--- src/rtl/core/cht_pkg.sv ---
`default_nettype none
package cht_pkg;
   localparam int NodeCount = 1024;
   localparam int NodeBits = 10;
   localparam int SlotBits = 10;
   localparam int KeyBits = 32;
   localparam int ValBits = 32;
   localparam int CountBits = 11;
   localparam int PowerBits = 4;
   localparam int RecipBits = 28;
   localparam int RecipShift = 33;
   localparam int ProdBits = KeyBits + RecipBits;
   localparam int QuotBits = ProdBits - RecipShift;

   typedef enum logic [1:0] {
      REQ_STORE  = 2'd0,
      REQ_LOOKUP = 2'd1,
      REQ_REMOVE = 2'd2,
      REQ_NONE   = 2'd3
   } req_code_type;

   typedef enum logic [1:0] {
      ST_OK       = 2'd0,
      ST_NOTFOUND = 2'd1,
      ST_FULL     = 2'd2
   } status_code_type;

   typedef enum logic [3:0] {
      S_CLEAR, S_IDLE, S_MOD, S_HEAD, S_HEADWAIT, S_READ, S_READWAIT, S_CHECK,
      S_STORE, S_REMOVE, S_RESP
   } state_type;

   // controller commands to datapath
   typedef struct packed {
      logic clear_step;
      logic load_req;
      logic mod_step;
      logic head_read;
      logic head_take;
      logic node_read;
      logic advance;
      logic take_value;
      logic do_store;
      logic do_remove;
      logic set_notfound;
      logic resp_load;
   } cmd_type;

   // datapath status to controller
   typedef struct packed {
      logic clear_done;
      logic mod_done;
      logic cur_null;
      logic key_hit;
      logic walk_limit;
   } stat_type;

   // prime for a clamped power, returned as 10 bits
   function automatic logic [9:0] prime_of(input logic [PowerBits-1:0] p);
      logic [9:0] r;
      case (p)
         4'd6: r = 10'd97;
         4'd7: r = 10'd193;
         4'd8: r = 10'd389;
         4'd9: r = 10'd769;
         default: r = 10'd53;
      endcase
      return r;
   endfunction

   // floor(2**33 / prime): quotient estimate is low by at most one
   function automatic logic [RecipBits-1:0] recip_of(input logic [PowerBits-1:0] p);
      logic [RecipBits-1:0] r;
      case (p)
         4'd6: r = 28'd88556026;
         4'd7: r = 28'd44507433;
         4'd8: r = 28'd22082094;
         4'd9: r = 28'd11170266;
         default: r = 28'd162074237;
      endcase
      return r;
   endfunction
endpackage
`default_nettype wire

--- src/rtl/core/cht_ctrl.sv ---
`default_nettype none
module cht_ctrl import cht_pkg::*; (
   input  wire logic clock,
   input  wire logic reset,
   input  wire logic req_valid,
   input  wire logic [1:0] req_type,
   input  wire logic rsp_ready,
   input  wire logic csr_fire,
   input  stat_type stat,
   output logic req_ready,
   output logic rsp_valid,
   output cmd_type cmd
);
   state_type state_ff, state_in;
   logic [1:0] op_ff, op_in;

   always_ff @(posedge clock) begin
      if (reset) begin
         state_ff <= S_CLEAR;
         op_ff <= REQ_NONE;
      end else begin
         state_ff <= state_in;
         op_ff <= op_in;
      end
   end

   always_comb begin
      state_in = state_ff;
      op_in = op_ff;
      if (csr_fire) begin
         state_in = S_CLEAR;
      end else begin
         unique case (state_ff)
            S_CLEAR: if (stat.clear_done) state_in = S_IDLE;
            S_IDLE: begin
               if (req_valid) begin
                  op_in = req_type;
                  state_in = S_MOD;
               end
            end
            S_MOD: if (stat.mod_done) state_in = S_HEAD;
            S_HEAD: state_in = S_HEADWAIT;
            S_HEADWAIT: begin
               if (op_ff == REQ_STORE) state_in = S_STORE;
               else if (op_ff == REQ_NONE) state_in = S_RESP;
               else state_in = S_READ;
            end
            S_READ: begin
               if (stat.cur_null || stat.walk_limit) state_in = S_RESP;
               else state_in = S_READWAIT;
            end
            S_READWAIT: state_in = S_CHECK;
            S_CHECK: begin
               if (stat.key_hit) state_in = (op_ff == REQ_REMOVE) ? S_REMOVE : S_RESP;
               else state_in = S_READ;
            end
            S_STORE: state_in = S_RESP;
            S_REMOVE: state_in = S_RESP;
            S_RESP: if (rsp_ready) state_in = S_IDLE;
            default: state_in = S_IDLE;
         endcase
      end
   end

   always_comb begin
      cmd = '0;
      req_ready = 1'b0;
      rsp_valid = 1'b0;
      unique case (state_ff)
         S_CLEAR: cmd.clear_step = 1'b1;
         S_IDLE: begin
            req_ready = ~csr_fire;
            cmd.load_req = req_valid & ~csr_fire;
         end
         S_MOD: cmd.mod_step = 1'b1;
         S_HEAD: cmd.head_read = 1'b1;
         S_HEADWAIT: cmd.head_take = 1'b1;
         S_READ: begin
            cmd.node_read = ~(stat.cur_null | stat.walk_limit);
            cmd.set_notfound = stat.cur_null | stat.walk_limit;
         end
         S_CHECK: begin
            cmd.advance = ~stat.key_hit;
            cmd.take_value = stat.key_hit;
         end
         S_STORE: cmd.do_store = 1'b1;
         S_REMOVE: cmd.do_remove = 1'b1;
         S_RESP: rsp_valid = 1'b1;
         default: ;
      endcase
   end

   assert property (@(posedge clock) disable iff (reset)
      rsp_valid && !rsp_ready && !csr_fire |=> rsp_valid) else $error("rsp dropped");
   assert property (@(posedge clock) disable iff (reset)
      req_ready |-> !rsp_valid) else $error("overlap");
   assert property (@(posedge clock) disable iff (reset)
      $past(csr_fire) |-> state_ff == S_CLEAR) else $error("no clear");
endmodule
`default_nettype wire

--- config.mk ---
export PLATFORM = sky130hd
export DESIGN_NAME = cht_ctrl
export DESIGN_NICKNAME = d
export VERILOG_FILES = /design/src/rtl/core/cht_pkg.sv /design/src/rtl/core/cht_ctrl.sv
export SDC_FILE = /design/constraint.sdc
export NUM_CORES = 1
export LEC_CHECK = 0
export ABC_AREA = 1
export BUFFER_PORTS_ARGS = -buffer_cell sky130_fd_sc_hd__buf_2
export CAP_MARGIN = 10
export CORE_ASPECT_RATIO = 0.7
export CORE_MARGIN = 3
export CORE_UTILIZATION = 30
export DETAILED_ROUTE_END_ITERATION = 12
export PLACE_DENSITY = 0.63
export SLEW_MARGIN = 25
export SYNTH_ARGS = -nofsm -noshare
export SYNTH_HDL_FRONTEND = slang
export SYNTH_SLANG_ARGS = --single-unit
--- constraint.sdc ---
create_clock -name clock -period 3.2 [get_ports clock]
set_clock_uncertainty 0.2 [all_clocks]
set_input_delay 0.32 -clock clock [delete_from_list [all_inputs] [get_ports clock]]
set_output_delay 0.32 -clock clock [all_outputs]
set_load 0.01 [all_outputs]
==> key figures <==
Run status
  – Status: finished clean

Die
  – Row count: 13
  – Die width: approximately 60 µm
  – Io pins: 26
  – Initial Utilization: 32.7%
  – Core footprint: 1900 µm²
  – Die ar.: 2670 µm²
  – Die Height: about 44 µm

Finish
  – Commonest cells after routing, fill and taps aside: buf_2 (24), nand2_1 (20), nor2_1 (18)
  – Fraction of layout cells with a size suffix above 1: 41.7%
  – Fin cells: approximately 150
  – Commonest non-fill, non-tap cell in the layout: buf_2
  – Post-layout nets: 143
  – Layout Cell Area excl Fill: 774 µm²
  – Area Overhead vs Synth: 24.3%
  – Inserted Diodes: 0
  – Final Util: 40.7%

Synth
  – #FFs+latches synth: 6
  – Post-Synthesis Net Count: 116
  – Mapped Cells: 102
  – Syn Area/Cell: 6.11 µm²
  – Netlist Area Pre-Place: 623 µm²
  – Synth warnings: 0
  – Distinct cells, synth: 23
  – Post-synthesis sequential area ratio: 19.3%

Timing
  – Final hold vios: 0
  – Final WS setup: 1.26 ns
  – Final worst-path cycle share: about three fifths
  – RSZ-0062 raised after global routing: no
  – Fin. max-slew vios: 0
  – Tmin final: 1.94 ns
  – Final setup fails: 0
  – Worst hold slack: 0.0805 ns
  – Setup TNS: 0 ns
  – Peak Freq: 517 MHz

Routing
  – Routed WL per cell: 10.6 µm
  – DRC: 0
  – Final wirelength: 1.58 mm
  – Post-route ant nets: 0
  – Via Count: roughly 700
  – Avg Vias per Cell: around 4.6
  – Drt initial violations: 25
  – Total iterations of the first detailed-routing run: 4

Hold path
  – Hold crit path type: in -> reg
  – Hold Path Stages: 3
  – Hold_sp: req_type[1]

Clock network
  – Post-CTS setup buffer count: 0
  – Maximum root-to-sink buffer count: 2
  – Root buf cell: clkbuf_4
  – CTS Buf Count: 3
  – Hold buffer count at CTS: 0
  – Clock Latency Late Sink: 0.24 ns
  – Post-cts sizing count: 0
  – Clock slew at reported path FFs: 0.05 ns
  – # clock sinks: 6
  – CTS H-tree depth: 1
  – TritonCTS clock tree: yes

Placed design
  – # port buffers: 24
  – Post-DP HPWL: 1.39 mm
  – Pre-CTS setup slack: around 1.5 ns
  – Placer Congestion: 0.925
  – Placed insts: around 150
  – Post-Place Cell Area: 752 µm²

GRT
  – First-pass GRT wire length: ~2.5 mm
  – Largest net degree at the start of global routing: 9
  – Vias in the first global route: 590
  – Initial antenna violation count: 0
  – Gr usage total: 12.8%
  – Global route overflow: 0

Setup path
  – Reg2Reg Depth: 6
  – Setup crit start: state_ff[1]$_SDFFE_PP0P_
  – Worst Path Required: approximately 2.7 ns
  – Worst path slowest cell: dfxtp_1
  – Most used cell, CP: nand2_1
  – Worst Path Max Fanout: 8
  – Worst r2r src: state_ff[1]$_SDFFE_PP0P_
  – Worst setup SP type: register
  – Cell Chain, Critical Path: nand2_1 -> nor2_1 -> nand2_1 -> inv_1 -> buf_2
  – Crit Path Class: reg -> out
  – Setup crit end kind: output pin
  – Worst path arrival time: 1.42 ns
  – Critical Path Max Stage Delay: 0.51 ns

Job
  – Max_cap viols: 0

Pwr
  – Pwr/cell area: 240 nW/µm²
  – Peak supply drop: 185 µV
  – Leak Pwr: 0.437 nW
  – Total Power: between 0.15 and 0.2 mW
-- report_power, final --
group,switching (mW),total (mW),internal (mW)
Clock,0.0274,0.0698,0.0424
Sequential,0.00197,0.0787,0.0767
Combinational,0.0217,0.0374,0.0157
-- worst max-delay path: cells and delay by family (launching register included) --
kind / cells / cell delay, ns
flops: 1 / 0.51
buf+inv: 2 / 0.17
simple gates: 3 / 0.49
-- synthesized netlist by cell type (all sizes together) --
master	number	area share, %
buf	2	3.0
nor2	26	21
or2	1	1.0
conb	1	0.60
ha	2	4.0
inv	16	9.6
nor3	4	4.8
o21ai	4	3.2
a21oi	4	3.8
nand3	4	3.2
o22ai	1	1.0
nand2	29	23
dfxtp	6	19
nand3b	2	2.4
-- flip-flops by register name (all words and copies together), names as in the netlist --
signal    cells
op_ff         2
state_ff      4
-- path summary, 6_finish.rpt --
kind | endpoint | slack (ns)
max reg2reg | state_ff[3]$_SDFFE_PP0P_ | 1.66
min reg2reg | op_ff[1]$_SDFFE_PP1P_ | 0.28
max | cmd[4] | 1.26
min | op_ff[1]$_SDFFE_PP1P_ | 0.08
-- kinds of logic after synthesis --
| family | after synthesis | share of synthesized area (%) |
|---|---|---|
| other | 1 | 0.602 |
| AND/OR/NAND/NOR | 66 | 55.4 |
| AO/OA/AOI/OAI | 9 | 8.03 |
| buffers and inverters | 18 | 12.7 |
| flip-flops | 6 | 19.3 |
| adder cells (fa/ha/maj) | 2 | 4.02 |
-- final cells by class --
type / count / area (µm²)
flip-flops and latches: 6 / 120
clock buffers: 3 / 22.5
repair buffers: 24 / 120
fillers: 217 / 1130
multi-input cells: 78 / 424
inverters: 16 / 60.1
well taps: 22 / 27.5
-- per-layer routing --
layer / track usage [%] / wire (µm)
met1: 18.6 / 758
met2: 18.1 / 642
met3: 4.66 / 173
met4: 2.60 / 8
met5: 0 / 0
No activity file was read; power rests on OpenSTA's default activity.
